==> src/hdl/esc_pkg.sv <==
`timescale 1ns / 1ps
// ----------------------------------------------------------------------------
// esc_pkg
// Shared types and constants for the epoch seconds to calendar converter.
// ----------------------------------------------------------------------------
package esc_pkg;

  // constant divisions by reciprocal: q = (x * Recip) >> FracBits, with Recip
  // rounded up; exact over the whole range of x that reaches each stage
  // days: (secs >> 7) / 675, as 86400 = 675 << 7
  localparam int unsigned DayFracBits  = 35;
  localparam logic [9:0]  DayOdd       = 10'd675;
  localparam logic [25:0] DayRecip     =
    26'(((64'd1 << DayFracBits) + 64'(DayOdd) - 64'd1) / 64'(DayOdd));
  // hours: (tod >> 4) / 225, as 3600 = 225 << 4
  localparam int unsigned HourFracBits = 21;
  localparam logic [7:0]  HourOdd      = 8'd225;
  localparam logic [13:0] HourRecip    =
    14'(((64'd1 << HourFracBits) + 64'(HourOdd) - 64'd1) / 64'(HourOdd));
  // minutes: (rem >> 2) / 15, as 60 = 15 << 2
  localparam int unsigned MinFracBits  = 14;
  localparam logic [3:0]  MinOdd       = 4'd15;
  localparam logic [10:0] MinRecip     =
    11'(((64'd1 << MinFracBits) + 64'(MinOdd) - 64'd1) / 64'(MinOdd));

  localparam logic [11:0] BaseYear    = 12'd1970;
  localparam logic [1:0]  BaseMod4    = 2'd2;
  localparam logic [6:0]  BaseMod100  = 7'd70;
  localparam logic [8:0]  BaseMod400  = 9'd370;
  localparam logic [8:0]  DaysLeap    = 9'd366;
  localparam logic [8:0]  DaysCommon  = 9'd365;
  localparam logic [3:0]  LastMonth   = 4'd11;

  // day count and time of day handed from the front to the back
  typedef struct packed {
    logic [15:0] days;
    logic [4:0]  hour;
    logic [5:0]  minute;
    logic [5:0]  second;
  } item_t;

  function automatic logic [4:0] month_len(input logic leap, input logic [3:0] mon);
    logic [4:0] len;
    case (mon)
      4'd0, 4'd2, 4'd4, 4'd6, 4'd7, 4'd9, 4'd11: len = 5'd31;
      4'd3, 4'd5, 4'd8, 4'd10:                   len = 5'd30;
      4'd1:                                      len = leap ? 5'd29 : 5'd28;
      default:                                   len = 5'd31;
    endcase
    return len;
  endfunction

endpackage

==> src/hdl/epoch_seconds_to_calendar_top.sv <==
`timescale 1ns / 1ps
// Flow: the front splits an accepted item into whole days and time of day, the
//   queue holds it, and the back walks Y = year - 1970 (0..136) years, then months.
// Throughput: the front takes a new item only once it has pushed the last one
//   into the queue; the back works on one item at a time and holds it until popped.
// Reset: asynchronous, active low; clears all control state, queue empties.
// ----------------------------------------------------------------------------
// epoch_seconds_to_calendar_top
// Converts unsigned seconds since 1970-01-01 00:00:00 to a calendar date and
// time of day, with queue-style handshakes on both sides.
// ----------------------------------------------------------------------------
module epoch_seconds_to_calendar_top (
  input  logic        clk_i,
  input  logic        rst_ni,
  input  logic        push,
  output logic        full,
  input  logic [31:0] epoch_seconds_i,
  output logic        empty,
  input  logic        pop,
  output logic [11:0] year_o,
  output logic [3:0]  month_o,
  output logic [4:0]  day_o,
  output logic [4:0]  hour_o,
  output logic [5:0]  minute_o,
  output logic [5:0]  second_o
);
  import esc_pkg::*;

  logic  wr;
  item_t wr_item;
  logic  q_full;
  logic  q_rd;
  item_t rd_item;
  logic  q_empty;

  esc_front u_front (
    .clk_i          (clk_i),
    .rst_ni         (rst_ni),
    .push           (push),
    .full           (full),
    .epoch_seconds_i(epoch_seconds_i),
    .wr_o           (wr),
    .wr_item_o      (wr_item),
    .q_full_i       (q_full)
  );

  esc_fifo u_fifo (
    .clk_i    (clk_i),
    .rst_ni   (rst_ni),
    .wr_i     (wr),
    .wr_item_i(wr_item),
    .full_o   (q_full),
    .rd_i     (q_rd),
    .rd_item_o(rd_item),
    .empty_o  (q_empty)
  );

  esc_back u_back (
    .clk_i    (clk_i),
    .rst_ni   (rst_ni),
    .q_empty_i(q_empty),
    .q_item_i (rd_item),
    .q_rd_o   (q_rd),
    .empty    (empty),
    .pop      (pop),
    .year_o   (year_o),
    .month_o  (month_o),
    .day_o    (day_o),
    .hour_o   (hour_o),
    .minute_o (minute_o),
    .second_o (second_o)
  );

endmodule

==> src/hdl/esc_front.sv <==
`timescale 1ns / 1ps
// ----------------------------------------------------------------------------
// esc_front
// Accepts an item and splits it into whole days, hour, minute and second
// by reciprocal multiplication, one multiply a cycle.
// ----------------------------------------------------------------------------
module esc_front (
  input  logic          clk_i,
  input  logic          rst_ni,
  input  logic          push,
  output logic          full,
  input  logic [31:0]   epoch_seconds_i,
  output logic          wr_o,
  output esc_pkg::item_t wr_item_o,
  input  logic          q_full_i
);
  import esc_pkg::*;

  typedef enum logic [2:0] {
    F_IDLE,
    F_DAYS,
    F_DREM,
    F_HOUR,
    F_HREM,
    F_MIN,
    F_SEC,
    F_PUSH
  } state_e;

  state_e      state_q;
  logic [31:0] secs_q;
  logic [16:0] tod_q;
  logic [11:0] hrem_q;
  item_t       item_q;

  logic [50:0] day_prod;
  logic [25:0] day_back;
  logic [25:0] day_rem;
  logic [26:0] hour_prod;
  logic [12:0] hour_back;
  logic [12:0] hour_rem;
  logic [20:0] min_prod;
  logic [9:0]  min_back;
  logic [9:0]  min_rem;

  // low bits below each odd divisor pass straight into the remainder
  always_comb begin
    day_prod  = 51'(secs_q[31:7]) * 51'(DayRecip);
    day_back  = 26'(item_q.days) * 26'(DayOdd);
    day_rem   = 26'(secs_q[31:7]) - day_back;
    hour_prod = 27'(tod_q[16:4]) * 27'(HourRecip);
    hour_back = 13'(item_q.hour) * 13'(HourOdd);
    hour_rem  = tod_q[16:4] - hour_back;
    min_prod  = 21'(hrem_q[11:2]) * 21'(MinRecip);
    min_back  = 10'(item_q.minute) * 10'(MinOdd);
    min_rem   = hrem_q[11:2] - min_back;
  end

  assign full      = state_q != F_IDLE;
  assign wr_o      = (state_q == F_PUSH) && !q_full_i;
  assign wr_item_o = item_q;

  always_ff @(posedge clk_i or negedge rst_ni) begin
    if (!rst_ni) begin
      state_q <= F_IDLE;
    end else begin
      case (state_q)
        F_IDLE: begin
          if (push) begin
            secs_q  <= epoch_seconds_i;
            state_q <= F_DAYS;
          end
        end
        F_DAYS: begin
          item_q.days <= day_prod[DayFracBits +: 16];
          state_q     <= F_DREM;
        end
        F_DREM: begin
          tod_q   <= {day_rem[9:0], secs_q[6:0]};
          state_q <= F_HOUR;
        end
        F_HOUR: begin
          item_q.hour <= hour_prod[HourFracBits +: 5];
          state_q     <= F_HREM;
        end
        F_HREM: begin
          hrem_q  <= {hour_rem[7:0], tod_q[3:0]};
          state_q <= F_MIN;
        end
        F_MIN: begin
          item_q.minute <= min_prod[MinFracBits +: 6];
          state_q       <= F_SEC;
        end
        F_SEC: begin
          item_q.second <= {min_rem[3:0], hrem_q[1:0]};
          state_q       <= F_PUSH;
        end
        F_PUSH: begin
          if (!q_full_i) begin
            state_q <= F_IDLE;
          end
        end
        default: begin
          state_q <= F_IDLE;
        end
      endcase
    end
  end

endmodule

==> src/hdl/esc_fifo.sv <==
`timescale 1ns / 1ps
// ----------------------------------------------------------------------------
// esc_fifo
// Two-entry queue decoupling the divider front from the calendar back.
// ----------------------------------------------------------------------------
module esc_fifo (
  input  logic           clk_i,
  input  logic           rst_ni,
  input  logic           wr_i,
  input  esc_pkg::item_t wr_item_i,
  output logic           full_o,
  input  logic           rd_i,
  output esc_pkg::item_t rd_item_o,
  output logic           empty_o
);
  import esc_pkg::*;

  item_t      mem_q [2];
  logic       wr_ptr_q;
  logic       rd_ptr_q;
  logic [1:0] cnt_q;

  logic do_wr;
  logic do_rd;

  assign full_o    = cnt_q == 2'd2;
  assign empty_o   = cnt_q == 2'd0;
  assign do_wr     = wr_i && !full_o;
  assign do_rd     = rd_i && !empty_o;
  assign rd_item_o = mem_q[rd_ptr_q];

  always_ff @(posedge clk_i) begin
    if (do_wr) begin
      mem_q[wr_ptr_q] <= wr_item_i;
    end
  end

  always_ff @(posedge clk_i or negedge rst_ni) begin
    if (!rst_ni) begin
      wr_ptr_q <= 1'b0;
      rd_ptr_q <= 1'b0;
      cnt_q    <= 2'd0;
    end else begin
      if (do_wr) begin
        wr_ptr_q <= ~wr_ptr_q;
      end
      if (do_rd) begin
        rd_ptr_q <= ~rd_ptr_q;
      end
      case ({do_wr, do_rd})
        2'b10:   cnt_q <= cnt_q + 2'd1;
        2'b01:   cnt_q <= cnt_q - 2'd1;
        default: cnt_q <= cnt_q;
      endcase
    end
  end

endmodule

==> src/hdl/esc_back.sv <==
`timescale 1ns / 1ps
// ----------------------------------------------------------------------------
// esc_back
// Walks the day count year by year from 1970, then month by month, and
// holds the finished date in the output register until it is taken.
// ----------------------------------------------------------------------------
module esc_back (
  input  logic           clk_i,
  input  logic           rst_ni,
  input  logic           q_empty_i,
  input  esc_pkg::item_t q_item_i,
  output logic           q_rd_o,
  output logic           empty,
  input  logic           pop,
  output logic [11:0]    year_o,
  output logic [3:0]     month_o,
  output logic [4:0]     day_o,
  output logic [4:0]     hour_o,
  output logic [5:0]     minute_o,
  output logic [5:0]     second_o
);
  import esc_pkg::*;

  typedef enum logic [1:0] {
    B_IDLE,
    B_YEAR,
    B_MONTH,
    B_HOLD
  } state_e;

  state_e      state_q;
  logic [15:0] days_q;
  logic [11:0] year_q;
  logic [3:0]  mon_q;
  logic [1:0]  mod4_q;
  logic [6:0]  mod100_q;
  logic [8:0]  mod400_q;
  logic [4:0]  hour_q;
  logic [5:0]  minute_q;
  logic [5:0]  second_q;

  logic        leap;
  logic [15:0] ylen;
  logic [15:0] mlen;

  // leap rule tracked by running residues rather than division
  always_comb begin
    leap = ((mod4_q == 2'd0) && (mod100_q != 7'd0)) || (mod400_q == 9'd0);
    ylen = {7'd0, leap ? DaysLeap : DaysCommon};
    mlen = {11'd0, month_len(leap, mon_q)};
  end

  assign q_rd_o   = (state_q == B_IDLE) && !q_empty_i;
  assign empty    = state_q != B_HOLD;
  assign year_o   = year_q;
  assign month_o  = mon_q + 4'd1;
  assign day_o    = days_q[4:0] + 5'd1;
  assign hour_o   = hour_q;
  assign minute_o = minute_q;
  assign second_o = second_q;

  always_ff @(posedge clk_i or negedge rst_ni) begin
    if (!rst_ni) begin
      state_q <= B_IDLE;
    end else begin
      case (state_q)
        B_IDLE: begin
          if (!q_empty_i) begin
            days_q   <= q_item_i.days;
            hour_q   <= q_item_i.hour;
            minute_q <= q_item_i.minute;
            second_q <= q_item_i.second;
            year_q   <= BaseYear;
            mod4_q   <= BaseMod4;
            mod100_q <= BaseMod100;
            mod400_q <= BaseMod400;
            mon_q    <= '0;
            state_q  <= B_YEAR;
          end
        end
        B_YEAR: begin
          if (days_q < ylen) begin
            state_q <= B_MONTH;
          end else begin
            days_q   <= days_q - ylen;
            year_q   <= year_q + 12'd1;
            mod4_q   <= mod4_q + 2'd1;
            mod100_q <= (mod100_q == 7'd99) ? 7'd0 : mod100_q + 7'd1;
            mod400_q <= (mod400_q == 9'd399) ? 9'd0 : mod400_q + 9'd1;
          end
        end
        B_MONTH: begin
          if ((mon_q < LastMonth) && (days_q >= mlen)) begin
            days_q <= days_q - mlen;
            mon_q  <= mon_q + 4'd1;
          end else begin
            state_q <= B_HOLD;
          end
        end
        B_HOLD: begin
          if (pop) begin
            state_q <= B_IDLE;
          end
        end
        default: begin
          state_q <= B_IDLE;
        end
      endcase
    end
  end

endmodule

==> config.mk <==
export PLATFORM = sky130hd
export DESIGN_NAME = epoch_seconds_to_calendar_top
export DESIGN_NICKNAME = d
export VERILOG_FILES = /design/src/hdl/esc_pkg.sv /design/src/hdl/epoch_seconds_to_calendar_top.sv /design/src/hdl/esc_front.sv /design/src/hdl/esc_fifo.sv /design/src/hdl/esc_back.sv
export SDC_FILE = /design/constraint.sdc
export NUM_CORES = 1
export LEC_CHECK = 0
export BUFFER_PORTS_ARGS = -buffer_cell sky130_fd_sc_hd__clkbuf_2
export CAP_MARGIN = 0
export CORE_MARGIN = 4
export CORE_UTILIZATION = 25
export DETAILED_ROUTE_END_ITERATION = 16
export PLACE_DENSITY = 0.39
export SLEW_MARGIN = 5
export SYNTH_ARGS = -nofsm -noshare
export SYNTH_HDL_FRONTEND = slang
export SYNTH_SLANG_ARGS = --single-unit
export TNS_END_PERCENT = 5
==> constraint.sdc <==
create_clock -name clk_i -period 6.57 [get_ports clk_i]
set_input_delay 0.3285 -clock clk_i [delete_from_list [all_inputs] [get_ports clk_i]]
set_output_delay 0.3285 -clock clk_i [all_outputs]
set_load 0.1 [all_outputs]
==> impl_metrics.ini <==
[floorplan]
die_y_um = 318.2
fp.dieArea_um2 = 101300
core_area_um2 = 95290
initial_utilization_pct = 25.25
num_rows = 113
die_x_um = 318.2
io_pins = 76

[worst_setup_path]
path_cells = fa_1, ha_1, inv_1, fa_1, fa_1, inv_1, fa_1, inv_1, fa_1, inv_1, fa_1, ha_4, a2111o_1, a21oi_1, o21ai_1, a22oi_2, nand2_2, or2_1, a311oi_2, xnor2_1
cp_max_fo = 5
crit_family = adder cells
start_kind = flop
crit_required_ns = 6.93
arrival_ns = 6.67
critPathCaptureType = flop
crit_path_top_delay_cell = fa_1
crit_type = flop to flop
critPathBufInv = 4
critical_path.most_common_cell = fa_1
crit_path_max_incr_delay_ns = 0.58

[cts]
numCtsBuffers = 31
cts_tree = built
clk_pin_slew_ns = 0.06
clock_latency_ns = 0.62
cts_max_level = 1
numClockSinks = 236
cts_buffer_depth = 3
cts_root_buf = clkbuf_16

[routing]
vias_per_cell = 4.095
drtAntennaViolNets = 0
num_vias = 14768
dr.first_iter.drc_count = 486
drt-wirelength-per-cell_um = 15.99
drc_errors = 0
drt-pass1-iter-count = 5
drt_wl_total_um = 57650

[synthesis]
synth_edf_count = 227
synth_ff_type = edfxtp_1
syn_nets = 2904
yosys_warnings = 0
synthTopCellsByArea = edfxtp_1 28%, ha_1 26%, fa_1 20%
synth_area_um2 = 24060
yosys-top-cells-count = 520 x inv_1, 494 x ha_1, 239 x fa_1, 227 x edfxtp_1, 72 x xnor2_1
synth.avg_cell_area_um2 = 11.27
syn_inst = 2135
async_flop_share_pct = 3.814
yosysSeqAreaShare_pct = 29.27
yosysTopAreaCellShare_pct = 28.33
synth_most_common_cell = inv_1
ys_ff_latch = 236
synthDistinctLibCells = 70
synth_largest_area_cell = edfxtp_1

[timing]
setup_ws_ns = 0.2567
final_hold_viol_count = 0
min_period_ns = 6.313
rsz0062_at_grt = no
fin_skew_ns = 0.02693
setup_tns_ns = 0
maxSlewViolCount = 0
tightest_slew_ns = 1.080
relSlewSlack_pct = 27.83
fmax_mhz = 158.4
final.period_utilization_pct = 96.09
timing.hold.ws_ns = 0.1489
setup_viol = 0

[layout]
nFillCells = 9922
fin_nets = 3087
syn2layout_area_growth_pct = 16.16
drive_gt1_share_pct = 10.12
layoutNonFillerInstCount = 3606
antenna_cells = 0

[hold_path]
min_path_type = input pin to flop

[global_route]
grt_pass1_vias = 15894
grt_pass1_wl_um = 91730
grt_max_degree = 46
overflow = 0
grt_usage_pct = 11.48
antenna_found_initial = 3

[placement]
port_buffers = 75
gp_congestion = 0.8028
dpl_worst_slack_ns = -0.1814
dpl.cell_count = 3499
hpwl_um = 47800

[outcome]
outcome = complete, no violations

[flow_run]
drv_cap = 0
==> state kept, by name, summed over array words and instances, names as in the netlist, 2 cells and up <==
| signal | count |
|---|---|
| u_back.days_q | 16 |
| u_back.hour_o | 5 |
| u_back.minute_o | 6 |
| u_back.mod100_q | 7 |
| u_back.mod400_q | 9 |
| u_back.mod4_q | 2 |
| u_back.mon_q | 4 |
| u_back.second_o | 6 |
| u_back.state_q | 2 |
| u_back.year_o | 12 |
| u_fifo.cnt_q | 2 |
| u_fifo.mem_q | 66 |
| u_front.hrem_q | 12 |
| u_front.secs_q | 32 |
| u_front.state_q | 3 |
| u_front.tod_q | 17 |
| u_front.wr_item_o | 33 |
==> layout by cell type (no fill, tap or decap), types with 31 or more instances in the layout <==
master	count
inv_1	520
ha_1	489
fa_1	239
edfxtp_1	227
clkbuf_2	75
xnor2_1	72
nand2_1	67
nor2_1	65
buf_4	63
a21oi_1	61
o21ai_0	35
xor2_1	35
dlygate4sd3_1	33
clkbuf_16	31
==> worst register-to-register path, stage by stage, from the launching register on <==
cell	delay, ns
edfxtp_1	0.49
fa_1	0.51
ha_1	0.28
inv_1	0.05
fa_1	0.51
fa_1	0.55
inv_1	0.06
fa_1	0.52
inv_1	0.05
fa_1	0.52
inv_1	0.05
fa_1	0.58
ha_4	0.23
a2111o_1	0.36
a21oi_1	0.12
o21ai_1	0.14
a22oi_2	0.28
nand2_2	0.14
or2_1	0.25
a311oi_2	0.26
xnor2_1	0.09
==> final cells by class <==
| class | instances | area (um^2) | share of cell area [%] |
|---|---|---|---|
| multi-input combinational | 1355 | 15080 | 53.96 |
| sequential | 236 | 7043 | 25.20 |
| inverter | 521 | 1956 | 6.997 |
| tap | 1265 | 1583 | 5.663 |
| timing repair buffer | 173 | 1219 | 4.360 |
| clock buffer | 34 | 787.0 | 2.816 |
| clock inverter | 22 | 280.3 | 1.003 |
==> metrics by stage <==
stage	utilization (%)	instance area [um^2]
3_5_place_dp	27.61	26310
2_1_floorplan	-	24060
3_3_place_gp	27.61	26310
5_1_grt	29.33	27950
6_report	29.33	27950
4_1_cts	29.12	27750
==> layer usage <==
layer,global-route usage (%),vias to the layer above,routed length (um)
met5,0,-,0
li1,-,7429,-
met4,2.329,0,1282
met1,15.64,7132,27270
met2,19.66,145,27660
met3,1.417,62,1433
==> repair_timing <==
action | 4_1_cts | 5_1_grt
pin swaps | 2 | 9
setup buffers | 3 | 16
endpoints found under the hold margin | 41 | 0
hold buffers | 33 | 0
setup endpoints to repair | 2 | 8
gates resized for setup | 4 | 13
==> worst paths after layout <==
kind                            slack [ns]  cells past startpoint                               to                          from
worst max-delay path                  0.26                     20  u_front.wr_item_o[26]$_DFFE_PP_  u_front.secs_q[26]$_DFFE_PP_
worst min-delay path                  0.15                      4   u_front.state_q[2]$_DFFE_PN0P_                          push
worst max register to register        0.26                     20  u_front.wr_item_o[26]$_DFFE_PP_  u_front.secs_q[26]$_DFFE_PP_
worst min register to register        0.42                      0   u_front.wr_item_o[0]$_DFFE_PP_   u_front.hrem_q[0]$_DFFE_PP_
max in group asynchronous             6.07                      2      u_fifo.rd_ptr_q$_DFFE_PN0P_                        rst_ni
min in group asynchronous             0.20                      2      u_fifo.cnt_q[0]$_DFFE_PN0P_                        rst_ni
==> kinds of logic after synthesis <==
kind of cell,after synthesis,synth area share (%)
AOI/OAI and AO/OA,227,6.064
xor gates and xnor gates,107,3.895
adders and majority gates,733,45.57
buffers and inverters,544,8.523
DFF,236,29.27
muxes,28,1.269
and+or+nand+nor,260,5.408
Power is not shown: default switching activity piles up to over one toggle a cycle in this logic, so the estimate is an artifact.
